===== config.mk =====
export PLATFORM = sky130hd
export DESIGN_NAME = gradient_glow_border_blend
export DESIGN_NICKNAME = d
export VERILOG_FILES = /design/src/hw/rtl/ggbb_pkg.sv /design/src/hw/rtl/ggbb_ctrl.sv /design/src/hw/rtl/ggbb_ring.sv /design/src/hw/rtl/ggbb_div.sv /design/src/hw/rtl/ggbb_blend.sv /design/src/hw/rtl/gradient_glow_border_blend.sv
export SDC_FILE = /design/constraint.sdc
export NUM_CORES = 2
export LEC_CHECK = 0
export BUFFER_PORTS_ARGS = -buffer_cell sky130_fd_sc_hd__buf_2
export CAP_MARGIN = 20
export CORE_MARGIN = 2
export CORE_UTILIZATION = 55
export CTS_CLUSTER_DIAMETER = 100
export DETAILED_ROUTE_END_ITERATION = 10
export GPL_TIMING_DRIVEN = 0
export PLACE_DENSITY = 0.71
export SLEW_MARGIN = 25
export SYNTH_ARGS = -nofsm -noshare
export SYNTH_HDL_FRONTEND = slang
export SYNTH_SLANG_ARGS = --single-unit
export TNS_END_PERCENT = 100

===== constraint.sdc =====
create_clock -name clk -period 8.4 [get_ports clk]
set_clock_uncertainty 0.05 [all_clocks]
set_input_delay 1.68 -clock clk [delete_from_list [all_inputs] [get_ports clk]]
set_output_delay 1.68 -clock clk [all_outputs]
set_load 0.1 [all_outputs]

===== src/hw/rtl/ggbb_pkg.sv =====
// ggbb_pkg: shared types, constants and arithmetic helpers for the glow border blend.
// No dependencies; imported by every module of the block.

package ggbb_pkg;

    // frame size registers
    localparam int FRAME_W = 11;
    localparam int QW      = FRAME_W - 1;   // in-frame coordinate / distance width
    localparam int CFG_IDX_W = 1;

    typedef enum logic [CFG_IDX_W-1:0] {
        REG_FRAME_WIDTH  = 1'b0,
        REG_FRAME_HEIGHT = 1'b1
    } cfg_reg_t;

    localparam logic [FRAME_W-1:0] FRAME_WIDTH_RST  = 11'd320;
    localparam logic [FRAME_W-1:0] FRAME_HEIGHT_RST = 11'd240;
    localparam logic [FRAME_W-1:0] FRAME_MIN = 11'd8;
    localparam logic [FRAME_W-1:0] FRAME_MAX = 11'd1024;

    // pipeline layout
    localparam int RING_STG   = 0;
    localparam int DIV_FIRST  = 1;
    localparam int DIV_STAGES = 4;
    localparam int GRAD_STG   = DIV_FIRST + DIV_STAGES;
    localparam int MUL_STG    = GRAD_STG + 1;
    localparam int OUT_STG    = MUL_STG + 1;
    localparam int NSTAGES    = OUT_STG + 1;

    // gradient position: each quotient is 0..128
    localparam int QUO_W  = 8;
    localparam int POS_W  = QUO_W + 1;
    localparam int PROD_W = 18;

    localparam int MAX_ALPHA = 228;

    localparam logic [7:0] GRAD_A_R = 8'd150;
    localparam logic [7:0] GRAD_A_G = 8'd50;
    localparam logic [7:0] GRAD_A_B = 8'd255;
    localparam logic [7:0] GRAD_B_R = 8'd255;
    localparam logic [7:0] GRAD_B_G = 8'd40;
    localparam logic [7:0] GRAD_B_B = 8'd180;

    typedef struct packed {
        logic [NSTAGES-1:0] ld;    // stage register loads this cycle
        logic [NSTAGES-1:0] vld;   // stage holds a live request
    } pipe_ctl_t;

    typedef struct packed {
        logic [15:0] bg;
        logic        glow;
        logic [7:0]  alpha;
    } side_t;

    // clamped frame size minus one
    function automatic logic [QW-1:0] size_m1(input logic [FRAME_W-1:0] v);
        logic [FRAME_W-1:0] c;
        if (v < FRAME_MIN)
            c = FRAME_MIN;
        else if (v > FRAME_MAX)
            c = FRAME_MAX;
        else
            c = v;
        size_m1 = QW'(c - 11'd1);
    endfunction

    // a + (b - a) * t / 256, truncated toward zero
    function automatic logic [7:0] grad_ch(input logic [7:0] a, input logic [7:0] b,
                                           input logic [POS_W-1:0] t);
        logic [16:0] p;
        if (b >= a) begin
            p = 17'(b - a) * 17'(t);
            grad_ch = a + p[15:8];
        end
        else begin
            p = 17'(a - b) * 17'(t);
            grad_ch = a - p[15:8];
        end
    endfunction

    // (fg - bg) * alpha, signed
    function automatic logic signed [PROD_W-1:0] blend_mul(input logic [7:0] fg,
                                                           input logic [7:0] bgx,
                                                           input logic [7:0] alpha);
        logic signed [9:0]        d;
        logic signed [PROD_W-1:0] dw;
        logic signed [PROD_W-1:0] aw;
        d  = signed'({2'b00, fg}) - signed'({2'b00, bgx});
        dw = PROD_W'(d);
        aw = PROD_W'(signed'({1'b0, alpha}));
        blend_mul = dw * aw;
    endfunction

    // bg + prod / 255 toward zero; |prod| < 2^16 so the reciprocal trick is exact
    function automatic logic [7:0] blend_fin(input logic [7:0] bgx,
                                             input logic signed [PROD_W-1:0] prod);
        logic [PROD_W-1:0] mag;
        logic [PROD_W-1:0] sum;
        logic [7:0]        q;
        mag = prod[PROD_W-1] ? PROD_W'(-prod) : PROD_W'(prod);
        sum = mag + (mag >> 8) + PROD_W'(1);
        q   = sum[15:8];
        blend_fin = prod[PROD_W-1] ? (bgx - q) : (bgx + q);
    endfunction

endpackage


===== src/hw/rtl/ggbb_ctrl.sv =====
// ggbb_ctrl: valid bits and per-stage load enables of the pixel pipeline.
// Depends on ggbb_pkg. A stage loads when it is empty or the next one loads.

module ggbb_ctrl (
    input  logic                clk,
    input  logic                rst_n,
    input  logic                in_valid,
    input  logic                out_ready,
    output ggbb_pkg::pipe_ctl_t ctl
);
    import ggbb_pkg::*;

    logic [NSTAGES-1:0] vld_reg;
    logic [NSTAGES-1:0] vld_next;
    logic [NSTAGES-1:0] ld;

    always_comb
    begin
        ld[NSTAGES-1] = !vld_reg[NSTAGES-1] || out_ready;
        for (int k = NSTAGES - 2; k >= 0; k--)
        begin
            ld[k] = !vld_reg[k] || ld[k+1];
        end
    end

    always_comb
    begin
        vld_next = vld_reg;
        if (ld[0])
            vld_next[0] = in_valid;
        for (int k = 1; k < NSTAGES; k++)
        begin
            if (ld[k])
                vld_next[k] = vld_reg[k-1];
        end
    end

    always_ff @(posedge clk or negedge rst_n)
    begin
        if (!rst_n)
            vld_reg <= '0;
        else
            vld_reg <= vld_next;
    end

    assign ctl.ld  = ld;
    assign ctl.vld = vld_reg;

    // a held stage keeps its request
    for (genvar k = 0; k < NSTAGES; k++)
    begin : g_hold_chk
        a_hold: assert property (@(posedge clk) disable iff (!rst_n)
            vld_reg[k] && !ld[k] |=> vld_reg[k])
            else $error("stage %0d dropped a held request", k);
    end

    a_accept: assert property (@(posedge clk) disable iff (!rst_n)
        in_valid && ld[0] |=> vld_reg[0])
        else $error("accepted request not captured");

    a_full: assert property (@(posedge clk) disable iff (!rst_n)
        (&vld_reg) && !out_ready |-> !ld[0])
        else $error("full pipeline took a request while stalled");

endmodule


===== src/hw/rtl/ggbb_ring.sv =====
// ggbb_ring: first stage; border distance, glow flag, alpha and divider operands.
// Depends on ggbb_pkg.

module ggbb_ring #(
    parameter int COORD_BITS = 10,
    parameter int GLOW_WIDTH = 4
) (
    input  logic                      clk,
    input  logic                      rst_n,
    input  ggbb_pkg::pipe_ctl_t       ctl,
    input  logic [COORD_BITS-1:0]     pixel_x,
    input  logic [COORD_BITS-1:0]     pixel_y,
    input  logic [15:0]               background_pixel,
    input  logic [ggbb_pkg::QW-1:0]   wm1,
    input  logic [ggbb_pkg::QW-1:0]   hm1,
    output ggbb_pkg::side_t           side,
    output logic [ggbb_pkg::QW-1:0]   dx,
    output logic [ggbb_pkg::QW-1:0]   yq
);
    import ggbb_pkg::*;

    localparam int CMP_W = (COORD_BITS > FRAME_W) ? COORD_BITS : FRAME_W;
    localparam int DW    = $clog2(GLOW_WIDTH + 1);

    logic [7:0] alpha_tab [2**DW];

    for (genvar i = 0; i < 2**DW; i++)
    begin : g_alpha
        assign alpha_tab[i] = (i < GLOW_WIDTH) ?
                              8'((MAX_ALPHA * (GLOW_WIDTH - i)) / GLOW_WIDTH) : 8'd0;
    end

    logic [CMP_W-1:0] x_ext;
    logic [CMP_W-1:0] y_ext;
    logic [QW-1:0]    x_q;
    logic [QW-1:0]    y_q;
    logic [QW-1:0]    dx_c;
    logic [QW-1:0]    dy_c;
    logic [QW-1:0]    m1;
    logic [QW-1:0]    m2;
    logic [QW-1:0]    ring_dist;
    logic             in_frame;
    side_t            side_next;
    side_t            side_reg;
    logic [QW-1:0]    dx_reg;
    logic [QW-1:0]    yq_reg;

    assign x_ext     = CMP_W'(pixel_x);
    assign y_ext     = CMP_W'(pixel_y);
    assign x_q       = x_ext[QW-1:0];
    assign y_q       = y_ext[QW-1:0];
    assign in_frame  = (x_ext <= CMP_W'(wm1)) && (y_ext <= CMP_W'(hm1));
    assign dx_c      = wm1 - x_q;
    assign dy_c      = hm1 - y_q;
    assign m1        = (x_q < y_q) ? x_q : y_q;
    assign m2        = (dx_c < dy_c) ? dx_c : dy_c;
    assign ring_dist = (m1 < m2) ? m1 : m2;

    always_comb
    begin
        side_next.bg    = background_pixel;
        side_next.glow  = in_frame && (ring_dist < QW'(GLOW_WIDTH));
        side_next.alpha = alpha_tab[ring_dist[DW-1:0]];
    end

    always_ff @(posedge clk)
    begin
        if (ctl.ld[RING_STG])
        begin
            side_reg <= side_next;
            dx_reg   <= dx_c;
            yq_reg   <= y_q;
        end
    end

    assign side = side_reg;
    assign dx   = dx_reg;
    assign yq   = yq_reg;

    a_alpha: assert property (@(posedge clk) disable iff (!rst_n)
        ctl.vld[RING_STG] && side_reg.glow |-> side_reg.alpha != 8'd0)
        else $error("glow pixel with zero alpha");

endmodule


===== src/hw/rtl/ggbb_div.sv =====
// ggbb_div: pipelined restoring divider, floor(a * 128 / d) for a <= d.
// Depends on ggbb_pkg. Two compare-subtract steps per stage.

module ggbb_div (
    input  logic                       clk,
    input  ggbb_pkg::pipe_ctl_t        ctl,
    input  logic [ggbb_pkg::QW-1:0]    dividend,
    input  logic [ggbb_pkg::QW-1:0]    divisor,
    output logic [ggbb_pkg::QUO_W-1:0] quotient
);
    import ggbb_pkg::*;

    localparam int STEPS = QUO_W / DIV_STAGES;

    logic [QW-1:0]    rem_reg [DIV_STAGES];
    logic [QUO_W-1:0] quo_reg [DIV_STAGES];

    for (genvar k = 0; k < DIV_STAGES; k++)
    begin : g_stage
        logic [QW-1:0]    rem_in;
        logic [QUO_W-1:0] quo_in;
        logic [QW-1:0]    rem_next;
        logic [QUO_W-1:0] quo_next;

        if (k == 0)
        begin : g_first
            assign rem_in = dividend;
            assign quo_in = '0;
        end
        else
        begin : g_rest
            assign rem_in = rem_reg[k-1];
            assign quo_in = quo_reg[k-1];
        end

        always_comb
        begin : p_step
            logic [QW:0]   tr;
            logic [QW-1:0] r;
            logic [QUO_W-1:0] q;
            r = rem_in;
            q = quo_in;
            for (int j = 0; j < STEPS; j++)
            begin
                // first step weighs 128 and takes the remainder as is
                tr = (k * STEPS + j == 0) ? {1'b0, r} : {r, 1'b0};
                if (tr >= {1'b0, divisor})
                begin
                    r = QW'(tr - {1'b0, divisor});
                    q[QUO_W-1-(k*STEPS+j)] = 1'b1;
                end
                else
                begin
                    r = tr[QW-1:0];
                end
            end
            rem_next = r;
            quo_next = q;
        end

        always_ff @(posedge clk)
        begin
            if (ctl.ld[DIV_FIRST+k])
            begin
                rem_reg[k] <= rem_next;
                quo_reg[k] <= quo_next;
            end
        end
    end

    assign quotient = quo_reg[DIV_STAGES-1];

endmodule


===== src/hw/rtl/ggbb_blend.sv =====
// ggbb_blend: gradient color, alpha blend products, divide by 255 and RGB565 pack.
// Depends on ggbb_pkg. Three register stages.

module ggbb_blend (
    input  logic                       clk,
    input  ggbb_pkg::pipe_ctl_t        ctl,
    input  logic [ggbb_pkg::QUO_W-1:0] qx,
    input  logic [ggbb_pkg::QUO_W-1:0] qy,
    input  ggbb_pkg::side_t            side,
    output logic [15:0]                pixel_out,
    output logic                       in_glow
);
    import ggbb_pkg::*;

    logic [POS_W-1:0] t;
    logic [7:0]       gr_reg;
    logic [7:0]       gg_reg;
    logic [7:0]       gb_reg;
    side_t            grad_side_reg;

    logic signed [PROD_W-1:0] pr_reg;
    logic signed [PROD_W-1:0] pg_reg;
    logic signed [PROD_W-1:0] pb_reg;
    logic [15:0]              mul_bg_reg;
    logic                     mul_glow_reg;

    logic [7:0]  bxr;
    logic [7:0]  bxg;
    logic [7:0]  bxb;
    logic [7:0]  or_c;
    logic [7:0]  og_c;
    logic [7:0]  ob_c;
    logic [15:0] pix_next;
    logic [15:0] pix_reg;
    logic        glow_reg;

    assign t = POS_W'(qx) + POS_W'(qy);

    always_ff @(posedge clk)
    begin
        if (ctl.ld[GRAD_STG])
        begin
            gr_reg        <= grad_ch(GRAD_A_R, GRAD_B_R, t);
            gg_reg        <= grad_ch(GRAD_A_G, GRAD_B_G, t);
            gb_reg        <= grad_ch(GRAD_A_B, GRAD_B_B, t);
            grad_side_reg <= side;
        end
    end

    // expanded background, no bit replication
    always_comb
    begin
        bxr = {grad_side_reg.bg[15:11], 3'b000};
        bxg = {grad_side_reg.bg[10:5], 2'b00};
        bxb = {grad_side_reg.bg[4:0], 3'b000};
    end

    always_ff @(posedge clk)
    begin
        if (ctl.ld[MUL_STG])
        begin
            pr_reg       <= blend_mul(gr_reg, bxr, grad_side_reg.alpha);
            pg_reg       <= blend_mul(gg_reg, bxg, grad_side_reg.alpha);
            pb_reg       <= blend_mul(gb_reg, bxb, grad_side_reg.alpha);
            mul_bg_reg   <= grad_side_reg.bg;
            mul_glow_reg <= grad_side_reg.glow;
        end
    end

    always_comb
    begin
        or_c = blend_fin({mul_bg_reg[15:11], 3'b000}, pr_reg);
        og_c = blend_fin({mul_bg_reg[10:5], 2'b00}, pg_reg);
        ob_c = blend_fin({mul_bg_reg[4:0], 3'b000}, pb_reg);
        if (mul_glow_reg)
            pix_next = {or_c[7:3], og_c[7:2], ob_c[7:3]};
        else
            pix_next = mul_bg_reg;
    end

    always_ff @(posedge clk)
    begin
        if (ctl.ld[OUT_STG])
        begin
            pix_reg  <= pix_next;
            glow_reg <= mul_glow_reg;
        end
    end

    assign pixel_out = pix_reg;
    assign in_glow   = glow_reg;

endmodule


===== src/hw/rtl/gradient_glow_border_blend.sv =====
// Gradient glow border blend: RGB565 pixels near the frame edge get a blended gradient.
// Pipeline of 8 stages; each border divider is 4 stages of 2 subtract steps.
// Throughput: one pixel per cycle while the output is not stalled.
// Stalls ripple back stage by stage; empty stages keep taking requests.
// Reset clears all stage valid bits and sets frame size to 320 x 240.
// Depends on ggbb_pkg, ggbb_ctrl, ggbb_ring, ggbb_div, ggbb_blend.

module gradient_glow_border_blend #(
    parameter int COORD_BITS = 10,
    parameter int GLOW_WIDTH = 4
) (
    input  logic                                  clk,
    input  logic                                  rst_n,
    input  logic                                  cfg_we,
    input  logic [ggbb_pkg::CFG_IDX_W-1:0]        cfg_addr,
    input  logic [ggbb_pkg::FRAME_W-1:0]          cfg_wdata,
    input  logic                                  s_tvalid,
    output logic                                  s_tready,
    // pixel_x, pixel_y, background_pixel, zero fill
    input  logic [((2*COORD_BITS+23)/8)*8-1:0]    s_tdata,
    output logic                                  m_tvalid,
    input  logic                                  m_tready,
    // pixel_out
    output logic [15:0]                           m_tdata,
    // in_glow
    output logic                                  m_tuser
);
    import ggbb_pkg::*;

    logic [FRAME_W-1:0] frame_width_reg;
    logic [FRAME_W-1:0] frame_height_reg;
    logic [QW-1:0]      wm1;
    logic [QW-1:0]      hm1;

    pipe_ctl_t        ctl;
    side_t            ring_side;
    logic [QW-1:0]    ring_dx;
    logic [QW-1:0]    ring_yq;
    side_t            side_reg [DIV_STAGES];
    logic [QUO_W-1:0] qx;
    logic [QUO_W-1:0] qy;

    always_ff @(posedge clk or negedge rst_n)
    begin
        if (!rst_n)
        begin
            frame_width_reg  <= FRAME_WIDTH_RST;
            frame_height_reg <= FRAME_HEIGHT_RST;
        end
        else if (cfg_we)
        begin
            case (cfg_addr)
                REG_FRAME_WIDTH:  frame_width_reg  <= cfg_wdata;
                REG_FRAME_HEIGHT: frame_height_reg <= cfg_wdata;
                default: ;
            endcase
        end
    end

    assign wm1 = size_m1(frame_width_reg);
    assign hm1 = size_m1(frame_height_reg);

    ggbb_ctrl u_ctrl (
        .clk       (clk),
        .rst_n     (rst_n),
        .in_valid  (s_tvalid),
        .out_ready (m_tready),
        .ctl       (ctl)
    );

    ggbb_ring #(
        .COORD_BITS (COORD_BITS),
        .GLOW_WIDTH (GLOW_WIDTH)
    ) u_ring (
        .clk              (clk),
        .rst_n            (rst_n),
        .ctl              (ctl),
        .pixel_x          (s_tdata[COORD_BITS-1:0]),
        .pixel_y          (s_tdata[2*COORD_BITS-1:COORD_BITS]),
        .background_pixel (s_tdata[2*COORD_BITS+15:2*COORD_BITS]),
        .wm1              (wm1),
        .hm1              (hm1),
        .side             (ring_side),
        .dx               (ring_dx),
        .yq               (ring_yq)
    );

    // (W-1-x)*128/(W-1)
    ggbb_div u_div_x (
        .clk      (clk),
        .ctl      (ctl),
        .dividend (ring_dx),
        .divisor  (wm1),
        .quotient (qx)
    );

    // y*128/(H-1)
    ggbb_div u_div_y (
        .clk      (clk),
        .ctl      (ctl),
        .dividend (ring_yq),
        .divisor  (hm1),
        .quotient (qy)
    );

    // side payload rides alongside the divider stages
    for (genvar k = 0; k < DIV_STAGES; k++)
    begin : g_side
        always_ff @(posedge clk)
        begin
            if (ctl.ld[DIV_FIRST+k])
                side_reg[k] <= (k == 0) ? ring_side : side_reg[(k == 0) ? 0 : k-1];
        end
    end

    ggbb_blend u_blend (
        .clk       (clk),
        .ctl       (ctl),
        .qx        (qx),
        .qy        (qy),
        .side      (side_reg[DIV_STAGES-1]),
        .pixel_out (m_tdata),
        .in_glow   (m_tuser)
    );

    assign s_tready = ctl.ld[RING_STG];
    assign m_tvalid = ctl.vld[OUT_STG];

    a_quo: assert property (@(posedge clk) disable iff (!rst_n)
        ctl.vld[GRAD_STG-1] && side_reg[DIV_STAGES-1].glow
            |-> (qx <= QUO_W'(128)) && (qy <= QUO_W'(128)))
        else $error("gradient quotient out of range");

endmodule

* After elaboration in Yosys (flattened, before gate mapping) *
Memory sizes are Yosys's and may differ from the RTL's. A register that Yosys moved wholly into a read port is not among the register bits.
Index checks and enable logic that the tools add are counted.

storage, ports and cells
  bits in registers = 179
  bits in latches = 0
  bits in writable memories = 244
  memory bits (read-only) = 64
  input bits = 57
  word-level logic and storage cells = 180
  memories = 6

cells by class
  add/subtract/negate cells = 42
  $mul = 6
  div/mod/pow operators = 0
  magnitude comparators = 26
  equal/unequal tests = 0
  shift operators = 0
  muxes and demuxes = 54
  bitwise logic cells = 2
  reductions and logical operators = 20

memories
  name              words  width  rd ports  clocked after Yosys merged registers in  write ports  RTL line                          RTL
  side_reg          4      25     4         1                                        4            gradient_glow_border_blend.sv:39  side_t side_reg [DIV_STAGES];
  (name not given)  8      8      1         1                                        0            ggbb_ring.sv:63                   side_next.alpha = alpha_tab[ring_dist[DW-1:0]];
  u_div_x.rem_reg   4      10     3         0                                        4            ggbb_div.sv:15                    logic [QW-1:0] rem_reg [DIV_STAGES];
  u_div_y.rem_reg   4      10     3         0                                        4            ggbb_div.sv:15
  u_div_x.quo_reg   4      8      4         0                                        4            ggbb_div.sv:16                    logic [QUO_W-1:0] quo_reg [DIV_STAGES];
  u_div_y.quo_reg   4      8      4         0                                        4            ggbb_div.sv:16

operator list
  operator                 count
  $mux W10                 23
  $sub A10 B10 Y10         18
  $ge A11 B10 Y1           14
  $mul A9 B9 Y18           3
  $mux W18                 3
  $neg A18 Y18             3
  $add A16 B1 Y16 const B  3
  $add A16 B10 Y16         3
  $mul A7 B9 Y16 const A   2
  $lt A10 B10 Y1           3
  $sub A8 B8 Y9            3
  $add A8 B8 Y8            3
  $mux W1                  24
  $mux W8                  3
  $sub A8 B8 Y8            3
  $gt A11 B11 Y1 const B   2
  $lt A11 B4 Y1 const B    2
  $ge A10 B10 Y1           2
  $le A10 B10 Y1           2
  $sub A10 B1 Y10 const B  2
  $mux W16                 1
  $mul A3 B9 Y12 const A   1
  $lt A10 B3 Y1 const B    1
  $add A8 B8 Y9            1
  other kinds (9)          25

* Logic depth before layout (Yosys ltp) *
  word-level depth = 11
  gate-level depth with buffers = 34
  mapped depth without buffers = 33

* Modules after synthesis *
A second synthesis with hierarchy kept.

unflattened totals
  cell total of the unflattened synthesis = 3752
  area total of the unflattened synthesis = 38466.9 µm²

by module, submodules not included
  module                      instances  cells an instance  area each (µm²)
  ggbb_blend                  1          2006               19274.7
  ggbb_div (u_div_x)          1          579                5580.4
  ggbb_div (u_div_y)          1          566                5427.7
  gradient_glow_border_blend  1          243                4441.8
  ggbb_ring                   1          330                3403.3
  ggbb_ctrl                   1          28                 339.1

* Worst setup path after synthesis *
OpenSTA, ideal clock, no wires.

  path kind = input-to-output
  start = input port m_tready
  end = output port s_tready
  arrival = 6.948 ns
  data required time = 6.670 ns
  setup slack = -0.278 ns
  cell stages on the path = 6
  cell sequence = nor2b_1 > nand3_1 > nor2_1 > nand3_1 > inv_1 > nand3_1

RTL lines
  element          RTL line                          RTL
  start, declared  gradient_glow_border_blend.sv:22  input logic m_tready,
  end, declared    gradient_glow_border_blend.sv:18  output logic s_tready,

==> metrics.md <==
| Metric | Value |
|---|---|
| Status | finished clean |
| Nets | around 4500 |
| Die ar. | around 69000 µm² |
| Most frequent cells in the layout | inv_1 (520), ha_1 (467), edfxtp_1 (374), fa_1 (207), nand2_1 (197) |
| Async SR Flop Fraction | 0.0743 |
| Post-detail-place hpwl | between 60 and 70 mm |
| Core ar. | approximately 67000 µm² |
| Relative slew slack | 0.354 |
| Routed Antenna Nets | 0 |
| Clk buf depth | 3 |
| Overall Global Routing Usage | 0.229 |
| Clk sinks | approximately 400 |
| Required @ worst endpoint | 8.69 ns |
| CTS buffer count | 48 |
| H-tree depth | 2 |
| # DRC | 0 |
| Gate Count Post-Synth | 3631 |
| Yosys top cell area share | 0.304 |
| Starting density of the core | 0.553 |
| Site Rows | 95 |
| Total gr overflow | 0 |
| CTS Hold Bufs | 0 |
| RD Place Congestion | 0.919 |
| Cells after DPL | about 4600 |
| I/O Buffers | just over 70 |
| Setup TNS Final | 0 ns |
| Final WL | slightly below 80 mm |
| DR vias | 26200 |
| Main area contributors after synthesis | edfxtp_1 (30%), ha_1 (16%), fa_1 (11%), inv_1 (5.3%), xnor2_1 (4.4%) |
| RSZ-0062 raised after global routing | false |
| Vias in the first global route | around 26000 |
| Final instance count without filler cells | approximately 4700 |
| Root Driver | clkbuf_16 |
| MaxCap Viol Count | 0 |
| Width of the die | around 260 µm |
| Top cell type by total area after synthesis | edfxtp_1 |
| DR pass1 iterations | 7 |
| Synth Flop Type | edfxtp_1 |
| #FFs+latches synth | approximately 400 |
| Largest net degree at the start of global routing | a little under 50 |
| CP arrival | 8.18 ns |
| CP max stage cell | dfrtp_1 |
| Max frequency | around 130 MHz |
| Final Hold Vio Count | 0 |
| Share of post-route cells with drive strength above 1 | 0.0848 |
| Minimum hold slack | around 0.36 ns |
| Max incr delay on CP | around 0.52 ns |
| Number of diodes | 0 |
| Period utilization | 0.940 |
| DR WL/cell | approximately 17 µm |
| DR iter-0 viols | 1467 |
| Crit path kind | flip-flop to flip-flop |
| Seq/Total Area, Yosys | 0.324 |
| Synth-to-layout area growth | 8.81% |
| First-pass GRT wire length | about 130 mm |
| Clock tree from TritonCTS | yes |
| Synthesis warning total | 0 |
| Post-Syn Area per Cell | ~10 µm² |
| I/O pins | 76 |
| Syn Nets | between 4000 and 5000 |
| Minimum clock period after layout | 7.89 ns |
| Endpoints failing setup | 0 |
| Cell Area, Synth | about 37000 µm² |
| Clk Latency, worst-skew pair | just over 0.6 ns |
| Cell repeated most along the worst path | a21oi_1 |
| Crit start category | flip-flop |
| Max reg flops | 96 |
| Worst slew pin tran | 0.962 ns |
| Slew Viols, Final | 0 |
| Post-synth EDFFs | between 300 and 400 |
| Commonest non-fill, non-tap cell in the layout | inv_1 |
| Clock Pin Slew Worst Setup and Hold Paths | 0.07 ns |
| Initial antenna violation count | 0 |
| Crit. End Element | flip-flop |
| Critical path fanouts, max | 10 |
| Hold WC Path Type | flip-flop to flip-flop |
| Die Ht | about 260 µm |
| Yosys cell types | 90 |
| Drt via density | 5.61 |
path summary, 6_finish.rpt:
kind | startpoint | end | slack, ns | cells after the start
worst max-delay path | frame_width_reg[3]$_DFFE_PN0P_ | u_ring.side[8]$_DFFE_PP_ | 0.51 | 29
worst min-delay path | side_reg[0][6]$_DFFE_PP_ | side_reg[1][6]$_DFFE_PP_ | 0.36 | 0
worst max register to register | frame_width_reg[3]$_DFFE_PN0P_ | u_ring.side[8]$_DFFE_PP_ | 0.51 | 29
worst min register to register | side_reg[0][6]$_DFFE_PP_ | side_reg[1][6]$_DFFE_PP_ | 0.36 | 0
max in group asynchronous | rst_n | u_ctrl.vld_reg[5]$_DFFE_PN0P_ | 6.60 | 1
min in group asynchronous | rst_n | frame_width_reg[7]$_DFFE_PN0P_ | 1.13 | 1
cell families after synthesis:
| group | synth area share |
|---|---|
| and+or+nand+nor | 0.117 |
| AOI/OAI and AO/OA | 0.131 |
| adders and majority gates | 0.271 |
| buffers and inverters | 0.0595 |
| DFF | 0.324 |
| xor gates and xnor gates | 0.0653 |
| muxes | 0.0319 |
critical path, delay by kind of cell (launching register included):
family / cells / cell delay [ns]
buf+inv: 4 / 0.53
xor+xnor: 1 / 0.26
simple gates: 6 / 0.85
fa+ha+maj: 4 / 1.42
compound gates: 14 / 4.01
flops: 1 / 0.52
final cells by class:
type	count	area, µm²
clock inverter	25	230
clock buffer	57	1250
inverter	526	1970
timing repair buffer	85	553
multi-input combinational	2644	22900
sequential	404	12000
buffer	57	226
fill	5646	26700
tap	873	1090
layer usage:
layer | up-vias | track usage | share of wire
met3 | 143 | 0.0251 | 0.040
li1 | 13000 | - | -
met1 | 12600 | 0.295 | 0.44
met4 | 0 | 0.0712 | 0.030
met5 | - | 0 | 0
met2 | 519 | 0.406 | 0.49
cells in the mapped netlist (all sizes together) (50+ instances only):
cell / number
inv: 522
nor3: 61
xor2: 86
nor2b: 52
nand2: 201
nor2: 196
nand2b: 56
a21oi: 199
fa: 207
mux2: 82
and2: 115
xnor2: 187
edfxtp: 374
a21o: 123
o21ai: 138
ha: 469
clkbuf: 50
repair_timing:
action | 4_1_cts | 5_1_grt
pin swaps | 0 | 3
setup endpoints to repair | 6 | 44
resized for setup | 1 | 13
buffers inserted | 0 | 6
stage by stage:
step	instance area, µm²	worst slack, ns	utilization
after global placement	38400	-2.26	0.574
after detailed placement	38700	-0.265	0.578
final	40200	0.507	0.601
after CTS	40100	0.0635	0.600
after floorplan	37000	0.362	-
after global routing	40200	0.0172	0.601
Power is not shown: default switching activity piles up to over one toggle a cycle in this logic, so the estimate is an artifact.
